<file path="config.mk">
export PLATFORM = sky130hd
export DESIGN_NAME = multi_server_fifo_dispatcher
export DESIGN_NICKNAME = d
export VERILOG_FILES = /design/src/sv/msfd_pkg.sv /design/src/sv/msfd_ram.sv /design/src/sv/msfd_ctrl.sv /design/src/sv/msfd_dp.sv /design/src/sv/multi_server_fifo_dispatcher.sv
export SDC_FILE = /design/constraint.sdc
export NUM_CORES = 2
export LEC_CHECK = 0
export ABC_AREA = 1
export BUFFER_PORTS_ARGS = -buffer_cell sky130_fd_sc_hd__buf_4
export CELL_PAD_IN_SITES_DETAIL_PLACEMENT = 0
export CELL_PAD_IN_SITES_GLOBAL_PLACEMENT = 2
export CORE_MARGIN = 1.5
export CORE_UTILIZATION = 40
export DETAILED_ROUTE_END_ITERATION = 6
export HOLD_SLACK_MARGIN = 0.05
export PLACE_DENSITY_LB_ADDON = 0.1
export SKIP_LAST_GASP = 1
export SYNTH_ARGS = -nofsm -noshare
export SYNTH_HDL_FRONTEND = slang
export SYNTH_SLANG_ARGS = --single-unit
export TNS_END_PERCENT = 20
</file>
<file path="constraint.sdc">
create_clock -name clk -period 6.55 [get_ports clk]
set_input_delay 0.3275 -clock clk [delete_from_list [all_inputs] [get_ports clk]]
set_output_delay 0.3275 -clock clk [all_outputs]
set_load 0.1 [all_outputs]
</file>
<file path="src/sv/msfd_pkg.sv">
// ----------------------------------------------------------------------------
// msfd_pkg
// Shared constants, types and helpers of the multi-server FIFO dispatcher.
// ----------------------------------------------------------------------------
`default_nettype none

package msfd_pkg;

	localparam int MAX_SERVERS = 8;
	localparam int QUEUE_DEPTH = 16;

	localparam int TICK_W  = 32;
	localparam int ID_W    = 16;
	localparam int SVC_W   = 16;
	localparam int ACT_W   = 4;
	localparam int SRV_W   = (MAX_SERVERS > 1) ? $clog2(MAX_SERVERS) : 1;
	localparam int BUSY_W  = $clog2(MAX_SERVERS + 1);
	localparam int QPTR_W  = $clog2(QUEUE_DEPTH);
	localparam int FILL_W  = $clog2(QUEUE_DEPTH + 1);
	localparam int ENTRY_W = TICK_W + SVC_W + ID_W;

	// one queued task
	typedef struct packed {
		logic [TICK_W-1:0] arrival;
		logic [SVC_W-1:0]  service;
		logic [ID_W-1:0]   id;
	} entry_t;

	// controller -> datapath
	typedef struct packed {
		logic accept;    // beat taken on the input channel
		logic rd_en;     // read queue head
		logic load_out;  // run admission, load the output register
	} ctrl_cmd_t;

	// datapath -> controller
	typedef struct packed {
		logic queue_empty;
	} dp_sts_t;

	function automatic logic [QPTR_W-1:0] ptr_inc(input logic [QPTR_W-1:0] p);
		return (p == QPTR_W'(QUEUE_DEPTH - 1)) ? '0 : p + 1'b1;
	endfunction

endpackage

`default_nettype wire

</file>
<file path="src/sv/msfd_ram.sv">
// ----------------------------------------------------------------------------
// msfd_ram
// Generic single-write, single-read RAM with registered read data.
// ----------------------------------------------------------------------------
`default_nettype none

module msfd_ram #(
	parameter int WIDTH = 64,
	parameter int DEPTH = 16
) (
	input  wire logic                     clk,
	input  wire logic                     wr_en,
	input  wire logic [$clog2(DEPTH)-1:0] wr_addr,
	input  wire logic [WIDTH-1:0]         wr_data,
	input  wire logic                     rd_en,
	input  wire logic [$clog2(DEPTH)-1:0] rd_addr,
	output logic      [WIDTH-1:0]         rd_data
);

	logic [WIDTH-1:0] mem_q [DEPTH];

	always_ff @(posedge clk) begin
		if (wr_en) begin
			mem_q[wr_addr] <= wr_data;
		end
		if (rd_en) begin
			rd_data <= mem_q[rd_addr];
		end
	end

endmodule

`default_nettype wire

</file>
<file path="src/sv/msfd_ctrl.sv">
// ----------------------------------------------------------------------------
// msfd_ctrl
// Sequencer: take tick, read queue head, admit and load the output register.
// ----------------------------------------------------------------------------
`default_nettype none

module msfd_ctrl (
	input  wire logic                clk,
	input  wire logic                arst_n,
	input  wire logic                in_valid,
	output logic                     in_stall,
	output logic                     out_valid,
	input  wire logic                out_stall,
	input  wire msfd_pkg::dp_sts_t   sts,
	output msfd_pkg::ctrl_cmd_t      cmd
);

	typedef enum logic [2:0] {
		ST_IDLE  = 3'b001,
		ST_READ  = 3'b010,
		ST_ADMIT = 3'b100
	} state_t;

	state_t state_q, state_d;
	logic   out_valid_q;
	logic   out_free;

	// output register can take a new beat
	assign out_free = !out_valid_q || !out_stall;

	always_comb begin
		state_d      = state_q;
		cmd.accept   = 1'b0;
		cmd.rd_en    = 1'b0;
		cmd.load_out = 1'b0;
		unique case (state_q)
			ST_IDLE: begin
				if (in_valid) begin
					cmd.accept = 1'b1;
					state_d    = ST_READ;
				end
			end
			ST_READ: begin
				cmd.rd_en = !sts.queue_empty;
				state_d   = ST_ADMIT;
			end
			ST_ADMIT: begin
				if (out_free) begin
					cmd.load_out = 1'b1;
					state_d      = ST_IDLE;
				end
			end
			default: begin
				state_d = ST_IDLE;
			end
		endcase
	end

	always_ff @(posedge clk or negedge arst_n) begin
		if (!arst_n) begin
			state_q     <= ST_IDLE;
			out_valid_q <= 1'b0;
		end else begin
			state_q <= state_d;
			if (cmd.load_out) begin
				out_valid_q <= 1'b1;
			end else if (!out_stall) begin
				out_valid_q <= 1'b0;
			end
		end
	end

	assign in_stall  = (state_q != ST_IDLE);
	assign out_valid = out_valid_q;

endmodule

`default_nettype wire

</file>
<file path="src/sv/msfd_dp.sv">
// ----------------------------------------------------------------------------
// msfd_dp
// Datapath: tick counter, server countdowns, task queue, admission logic and
// the output register.
// ----------------------------------------------------------------------------
`default_nettype none

module msfd_dp (
	input  wire logic                            clk,
	input  wire logic                            arst_n,
	input  wire msfd_pkg::ctrl_cmd_t             cmd,
	output msfd_pkg::dp_sts_t                    sts,
	input  wire logic                            cfg_wr_en,
	input  wire logic [msfd_pkg::ACT_W-1:0]      cfg_wr_data,
	input  wire logic                            task_arrives,
	input  wire logic [msfd_pkg::SVC_W-1:0]      service_time,
	output logic                                 admitted,
	output logic      [msfd_pkg::SRV_W-1:0]      server_index,
	output logic      [msfd_pkg::ID_W-1:0]       task_id,
	output logic      [msfd_pkg::SVC_W-1:0]      task_service,
	output logic      [msfd_pkg::TICK_W-1:0]     waited_ticks,
	output logic                                 arrival_dropped,
	output logic      [msfd_pkg::FILL_W-1:0]     queued_count,
	output logic      [msfd_pkg::BUSY_W-1:0]     busy_count
);

	logic [msfd_pkg::TICK_W-1:0] tick_q;
	logic [msfd_pkg::TICK_W-1:0] tick_nxt;
	logic [msfd_pkg::ID_W-1:0]   next_id_q;
	logic [msfd_pkg::SVC_W-1:0]  remain_q [msfd_pkg::MAX_SERVERS];
	logic [msfd_pkg::QPTR_W-1:0] head_q;
	logic [msfd_pkg::QPTR_W-1:0] tail_q;
	logic [msfd_pkg::FILL_W-1:0] fill_q;
	logic [msfd_pkg::ACT_W-1:0]  active_q;
	logic                        dropped_q;

	logic                          q_full;
	logic                          push;
	msfd_pkg::entry_t              wr_entry;
	logic [msfd_pkg::ENTRY_W-1:0]  rd_raw;
	msfd_pkg::entry_t              rd_entry;

	logic                          found;
	logic                          admit;
	logic [msfd_pkg::SRV_W-1:0]    pick;
	logic [msfd_pkg::BUSY_W-1:0]   busy;
	logic                          nz;

	// output register
	logic                          admitted_q;
	logic [msfd_pkg::SRV_W-1:0]    server_index_q;
	logic [msfd_pkg::ID_W-1:0]     task_id_q;
	logic [msfd_pkg::SVC_W-1:0]    task_service_q;
	logic [msfd_pkg::TICK_W-1:0]   waited_ticks_q;
	logic                          arrival_dropped_q;
	logic [msfd_pkg::FILL_W-1:0]   queued_count_q;
	logic [msfd_pkg::BUSY_W-1:0]   busy_count_q;

	assign tick_nxt = tick_q + 1'b1;
	assign q_full   = (fill_q == msfd_pkg::FILL_W'(msfd_pkg::QUEUE_DEPTH));
	assign push     = cmd.accept && task_arrives && !q_full;

	assign wr_entry.arrival = tick_nxt;
	assign wr_entry.service = service_time;
	assign wr_entry.id      = next_id_q;

	msfd_ram #(
		.WIDTH (msfd_pkg::ENTRY_W),
		.DEPTH (msfd_pkg::QUEUE_DEPTH)
	) u_queue_ram (
		.clk     (clk),
		.wr_en   (push),
		.wr_addr (tail_q),
		.wr_data (wr_entry),
		.rd_en   (cmd.rd_en),
		.rd_addr (head_q),
		.rd_data (rd_raw)
	);

	assign rd_entry        = msfd_pkg::entry_t'(rd_raw);
	assign sts.queue_empty = (fill_q == '0);

	// lowest free server in use; busy count after the admission
	always_comb begin
		found = 1'b0;
		pick  = '0;
		for (int i = msfd_pkg::MAX_SERVERS - 1; i >= 0; i--) begin
			if (remain_q[i] == '0 && int'(active_q) > i) begin
				found = 1'b1;
				pick  = msfd_pkg::SRV_W'(i);
			end
		end
		admit = found && (fill_q != '0);

		busy = '0;
		nz   = 1'b0;
		for (int i = 0; i < msfd_pkg::MAX_SERVERS; i++) begin
			nz = (remain_q[i] != '0);
			if (admit && pick == msfd_pkg::SRV_W'(i)) begin
				nz = (rd_entry.service != '0);
			end
			busy = busy + msfd_pkg::BUSY_W'(nz);
		end
	end

	always_ff @(posedge clk or negedge arst_n) begin
		if (!arst_n) begin
			tick_q    <= '0;
			next_id_q <= msfd_pkg::ID_W'(1);
			head_q    <= '0;
			tail_q    <= '0;
			fill_q    <= '0;
			active_q  <= msfd_pkg::ACT_W'(1);
			for (int i = 0; i < msfd_pkg::MAX_SERVERS; i++) begin
				remain_q[i] <= '0;
			end
		end else begin
			if (cfg_wr_en) begin
				active_q <= cfg_wr_data;
			end
			if (cmd.accept) begin
				tick_q <= tick_nxt;
				for (int i = 0; i < msfd_pkg::MAX_SERVERS; i++) begin
					if (remain_q[i] != '0) begin
						remain_q[i] <= remain_q[i] - 1'b1;
					end
				end
				if (task_arrives) begin
					next_id_q <= next_id_q + 1'b1;
				end
				if (push) begin
					tail_q <= msfd_pkg::ptr_inc(tail_q);
					fill_q <= fill_q + 1'b1;
				end
			end
			if (cmd.load_out && admit) begin
				head_q         <= msfd_pkg::ptr_inc(head_q);
				fill_q         <= fill_q - 1'b1;
				remain_q[pick] <= rd_entry.service;
			end
		end
	end

	always_ff @(posedge clk) begin
		if (cmd.accept) begin
			dropped_q <= task_arrives && q_full;
		end
		if (cmd.load_out) begin
			admitted_q        <= admit;
			server_index_q    <= admit ? pick : '0;
			task_id_q         <= admit ? rd_entry.id : '0;
			task_service_q    <= admit ? rd_entry.service : '0;
			waited_ticks_q    <= admit ? (tick_q - rd_entry.arrival) : '0;
			arrival_dropped_q <= dropped_q;
			queued_count_q    <= admit ? (fill_q - 1'b1) : fill_q;
			busy_count_q      <= busy;
		end
	end

	assign admitted        = admitted_q;
	assign server_index    = server_index_q;
	assign task_id         = task_id_q;
	assign task_service    = task_service_q;
	assign waited_ticks    = waited_ticks_q;
	assign arrival_dropped = arrival_dropped_q;
	assign queued_count    = queued_count_q;
	assign busy_count      = busy_count_q;

endmodule

`default_nettype wire

</file>
<file path="src/sv/multi_server_fifo_dispatcher.sv">
// A tick taken in the idle step passes through the read and admit steps before its
// result beat is loaded; no new tick is taken until the sequencer is back in idle, and
//   the queue RAM's registered read sits between the tick update and the admission step.
// A stalled output holds the sequencer in its admit step until the beat leaves.
// Reset (arst_n low, async): tick 0, next id 1, servers free, queue empty,
//   active_servers 1, no beat pending; queue RAM contents are not cleared.
// ----------------------------------------------------------------------------
// multi_server_fifo_dispatcher
// Multi-server FIFO dispatcher: per tick, counts down busy servers, queues an
// arriving task and hands the oldest queued task to the lowest free server.
// ----------------------------------------------------------------------------
`default_nettype none

module multi_server_fifo_dispatcher (
	input  wire logic                            clk,
	input  wire logic                            arst_n,
	// config
	input  wire logic                            cfg_wr_en,
	input  wire logic [msfd_pkg::ACT_W-1:0]      cfg_wr_data,
	// tick input
	input  wire logic                            in_valid,
	output logic                                 in_stall,
	input  wire logic                            task_arrives,
	input  wire logic [msfd_pkg::SVC_W-1:0]      service_time,
	// result output
	output logic                                 out_valid,
	input  wire logic                            out_stall,
	output logic                                 admitted,
	output logic      [msfd_pkg::SRV_W-1:0]      server_index,
	output logic      [msfd_pkg::ID_W-1:0]       task_id,
	output logic      [msfd_pkg::SVC_W-1:0]      task_service,
	output logic      [msfd_pkg::TICK_W-1:0]     waited_ticks,
	output logic                                 arrival_dropped,
	output logic      [msfd_pkg::FILL_W-1:0]     queued_count,
	output logic      [msfd_pkg::BUSY_W-1:0]     busy_count
);

	// Sequencer steps per tick beat:
	//   idle  - take the beat; bump tick, count servers down, push arrival
	//   read  - fetch the queue head from RAM (skipped read when empty)
	//   admit - pick lowest free server in use, pop, load the output beat
	// The output register frees the sequencer to take the next beat while
	// the previous result beat is still stalled downstream.
	msfd_pkg::ctrl_cmd_t cmd;
	msfd_pkg::dp_sts_t   sts;

	msfd_ctrl u_ctrl (
		.clk       (clk),
		.arst_n    (arst_n),
		.in_valid  (in_valid),
		.in_stall  (in_stall),
		.out_valid (out_valid),
		.out_stall (out_stall),
		.sts       (sts),
		.cmd       (cmd)
	);

	// Datapath holds all counters, the server countdown lanes, the queue
	// pointers and RAM, and the result register.
	msfd_dp u_dp (
		.clk             (clk),
		.arst_n          (arst_n),
		.cmd             (cmd),
		.sts             (sts),
		.cfg_wr_en       (cfg_wr_en),
		.cfg_wr_data     (cfg_wr_data),
		.task_arrives    (task_arrives),
		.service_time    (service_time),
		.admitted        (admitted),
		.server_index    (server_index),
		.task_id         (task_id),
		.task_service    (task_service),
		.waited_ticks    (waited_ticks),
		.arrival_dropped (arrival_dropped),
		.queued_count    (queued_count),
		.busy_count      (busy_count)
	);

endmodule

`default_nettype wire

</file>
==> results.sh <==
export IMPL_clk_latency_ns=0.80
export IMPL_synth_nets=5036
export IMPL_start_kind="flip-flop"
export IMPL_cap_violations=0
export IMPL_max_freq_mhz=200
export IMPL_rr_worst_depth=26
export IMPL_status="finished, final reports clean"
export IMPL_r2r_end="u_dp.busy_count[1]"
export IMPL_regToRegSetupSlack_ns=1.56
export IMPL_path_class="flip-flop to flip-flop"
export IMPL_dp_slack_ns=1.59
export IMPL_hold_viol_final=0
export IMPL_critical_path_top_delay_family="adder cells"
export IMPL_end_kind="flip-flop"
export IMPL_htree_levels=4
export IMPL_rows=140
export IMPL_crit_required_ns=7.21
export IMPL_die_area_mm2=0.149
export IMPL_start_util_pct=40.4
export IMPL_drt_pass1_iterations=5
export IMPL_cpPeakStageDelay_ns=0.49
export IMPL_grt_first_pass_wirelength_mm=248
export IMPL_r2r_start="u_dp.remain_q[32]"
export IMPL_finalPower_mw=23.4
export IMPL_setup_viol=0
export IMPL_tns_ns=0
export IMPL_crit_slowest_cell="fa_1"
export IMPL_cts_sinks=1364
export IMPL_synth_edff_count=1167
export IMPL_ys_ff_latch=1364
export IMPL_synth_area_leaders="edfxtp_1 60%, dfrtp_1 8.3%, nor2_1 5.4%, nand2_1 3.7%, o21ai_0 3.2%"
export IMPL_post_route_util_pct=46.1
export IMPL_post_cts_resized=0
export IMPL_drc=0
export IMPL_first_global_vias=37800
export IMPL_wl_met2_mm=76.1
export IMPL_die_y_um=386
export IMPL_drv_slew=0
export IMPL_fin_skew_ns=0.0270
export IMPL_syn_inst=4954
export IMPL_grtUsageTotal_pct=22.2
export IMPL_grt_overflow=0
export IMPL_nets=5160
export IMPL_rsz0062_at_grt="false"
export IMPL_wl_met1_mm=77.7
export IMPL_netlist_area_leader_share_pct=59.6
export IMPL_critPathMaxFanout=21
export IMPL_fin_ws_ns=1.56
export IMPL_cts_hold_buf=27
export IMPL_layout_drive_gt1_share_pct=9.68
export IMPL_syn2layout_area_growth_pct=14.3
export IMPL_path_clk_slew_ns=0.06
export IMPL_core_mm2=0.146
export IMPL_grt_max_degree=185
export IMPL_hold_class="input pin to asynchronous set/reset pin"
export IMPL_path_buf_inv=8
export IMPL_p_per_area_mw_per_mm2=349
export IMPL_synth_seq_area_share_pct=68.0
export IMPL_critPathArrivalTime_ns=5.65
export IMPL_yosysTopAreaCell="edfxtp_1"
export IMPL_syn_area_per_cell_um2=11.9
export IMPL_drt_iter0_markers=3103
export IMPL_cts_buffers=154
export IMPL_ir_drop_uv=196
export IMPL_num_io_pins=106
export IMPL_cts_tree="done"
export IMPL_min_period_ns=4.99
export IMPL_yosysWarningCount=0
export IMPL_maxUsedRoutingLayer="met5"
export IMPL_dieWidth_um=386
export IMPL_wire_per_inst_um=23.4
export IMPL_cts_buffer_depth=3
export IMPL_crit_start="u_dp.remain_q[32]"
export IMPL_synth_flop_cell="edfxtp_1"
export IMPL_cts_setup_buffers=0
export IMPL_dp_hpwl_mm=96.7
export IMPL_finalWirelength_mm=166
export IMPL_tightest_slew_ns=1.22
export IMPL_finalCritPeriodShare_pct=76.2
export IMPL_viasPerCell=5.37
export IMPL_timing_slew_headroom_pct=18.1
export IMPL_portBuffers=105
export IMPL_synth_area_mm2=0.0588
export IMPL_wl_met3_mm=9.56
export IMPL_antenna_found_initial=6
export IMPL_stdcell_count=7125
export IMPL_synthDistinctLibCells=62
export IMPL_p_leak_nw=24.1
export IMPL_place_inst=6812
export IMPL_gp_congestion=0.806
export IMPL_vias=38300
export IMPL_ant_nets=0
export IMPL_cts_root_buf="clkbuf_16"
export IMPL_synth_async_sr_flop_share_pct=14.4
metrics by stage:
stage / instance area [µm²] / hold WS, ns
2_1_floorplan: 58800 / 0.0319
3_3_place_gp: 62000 / 0.359
3_5_place_dp: 62000 / 0.355
4_1_cts: 67200 / 0.0834
5_1_grt: 67200 / 0.107
6_report: 67200 / 0.0904
per-layer routing:
| metal | GRT usage, % | up-vias |
|---|---|---|
| met5 | 0 | - |
| met1 | 31.6 | 19100 |
| met3 | 4.64 | 195 |
| li1 | - | 18000 |
| met4 | 5.09 | 2 |
| met2 | 34.8 | 944 |
layout by cell type (no fill, tap or decap), types with 6 or more instances in the layout:
cell / n
edfxtp_1: 1167
clkbuf_16: 155
mux2i_1: 101
nand3_1: 228
clkinv_2: 16
nand3_2: 8
clkinv_16: 6
o21bai_1: 85
xor2_1: 119
nor4_1: 19
nor2_1: 825
inv_1: 334
a21oi_1: 66
xnor2_1: 18
dlygate4sd3_1: 27
nor3_1: 40
nor2_4: 26
buf_12: 15
clkinv_1: 37
dfrtp_1: 191
nor2_2: 22
o211ai_1: 31
nand2_1: 572
ha_1: 51
o221ai_1: 102
buf_4: 157
o21a_1: 7
or2_2: 9
o32ai_1: 155
o21ai_1: 6
o21ai_0: 373
nand4_1: 66
clkbuf_1: 48
bufinv_16: 8
inv_2: 11
xor2_2: 13
power by group:
| part | internal (mW) | total, mW | switching (mW) | leakage (nW) |
|---|---|---|---|---|
| combinational | 1.11 | 3.91 | 2.80 | 9.11 |
| clock | 4.77 | 8.36 | 3.59 | 2.36 |
| sequential | 10.6 | 11.2 | 0.583 | 12.6 |
worst max path at each step:
stage,endpoint,cells after the start,slack (ns)
after CTS,u_dp.busy_count[1],26,1.57
after detailed placement,u_dp.busy_count[1],26,1.59
after global placement,u_dp.busy_count[1],26,1.61
after global routing,u_dp.busy_count[1],26,1.15
after floorplan,u_dp.u_queue_ram.mem_q[0][0],10,1.84
final,u_dp.busy_count[1],26,1.56
final cells by class:
cell class                      count  area [µm²]
Fill cell                       13300       78500
Multi-Input combinational cell   3009       16800
Antenna cell                        1        2.50
Timing Repair Buffer              200        1760
Tap cell                         1917        2400
Inverter                          349        1330
Clock inverter                     78         783
Clock buffer                      207        4110
Sequential cell                  1364       40000
cells by family after synthesis:
group | synth area share (%)
xor gates and xnor gates | 2.25
and+or+nand+nor | 13.3
adders and majority gates | 1.25
buffers and inverters | 3.83
muxes | 1.74
DFF | 68.0
AOI/OAI and AO/OA | 9.62
sequential cells by signal (all words and copies together) (netlist names):
name                      count
u_dp.fill_q                   5
u_dp.tail_q                   4
u_dp.head_q                   4
u_dp.queued_count             5
u_dp.u_queue_ram.rd_data     64
u_dp.active_q                 4
u_dp.arrival_dropped          1
u_dp.remain_q               128
u_dp.u_queue_ram.mem_q     1024
u_dp.server_index             3
u_dp.admitted                 1
u_dp.task_id                 16
u_dp.dropped_q                1
u_dp.waited_ticks            32
u_dp.task_service            16
u_ctrl.out_valid              1
u_ctrl.state_q                3
u_dp.busy_count               4
u_dp.next_id_q               16
u_dp.tick_q                  32
Yosys cell counts (3+ instances only):
library cell and count:
or2_2 9, nand4_2 5, o21a_1 7, dfstp_2 3, buf_6 5, nor4_2 4, o21ai_1 6, inv_1 338
nor2_1 842, o211ai_1 31, xor2_1 132, a21o_1 3, xnor2_1 19, buf_2 23, a31oi_1 5, o21bai_2 4
fa_1 5, nor4_1 19, buf_1 13, nor2_2 23, nor3_2 3, o21ai_0 373, nand3_2 7, o21ai_2 3
o221ai_1 102, nand2_1 572, mux2i_1 101, dfrtp_1 194, edfxtp_1 1167, o32ai_1 155, nor2_4 8, nor3b_1 3
a21oi_1 66, clkbuf_1 189, o22ai_1 4, nand3b_1 3, nor3_1 40, ha_1 51, a21boi_0 3, o21bai_1 85
nand4_1 66, inv_2 10, nand3_1 229
Power figures use the tool's default switching activity.
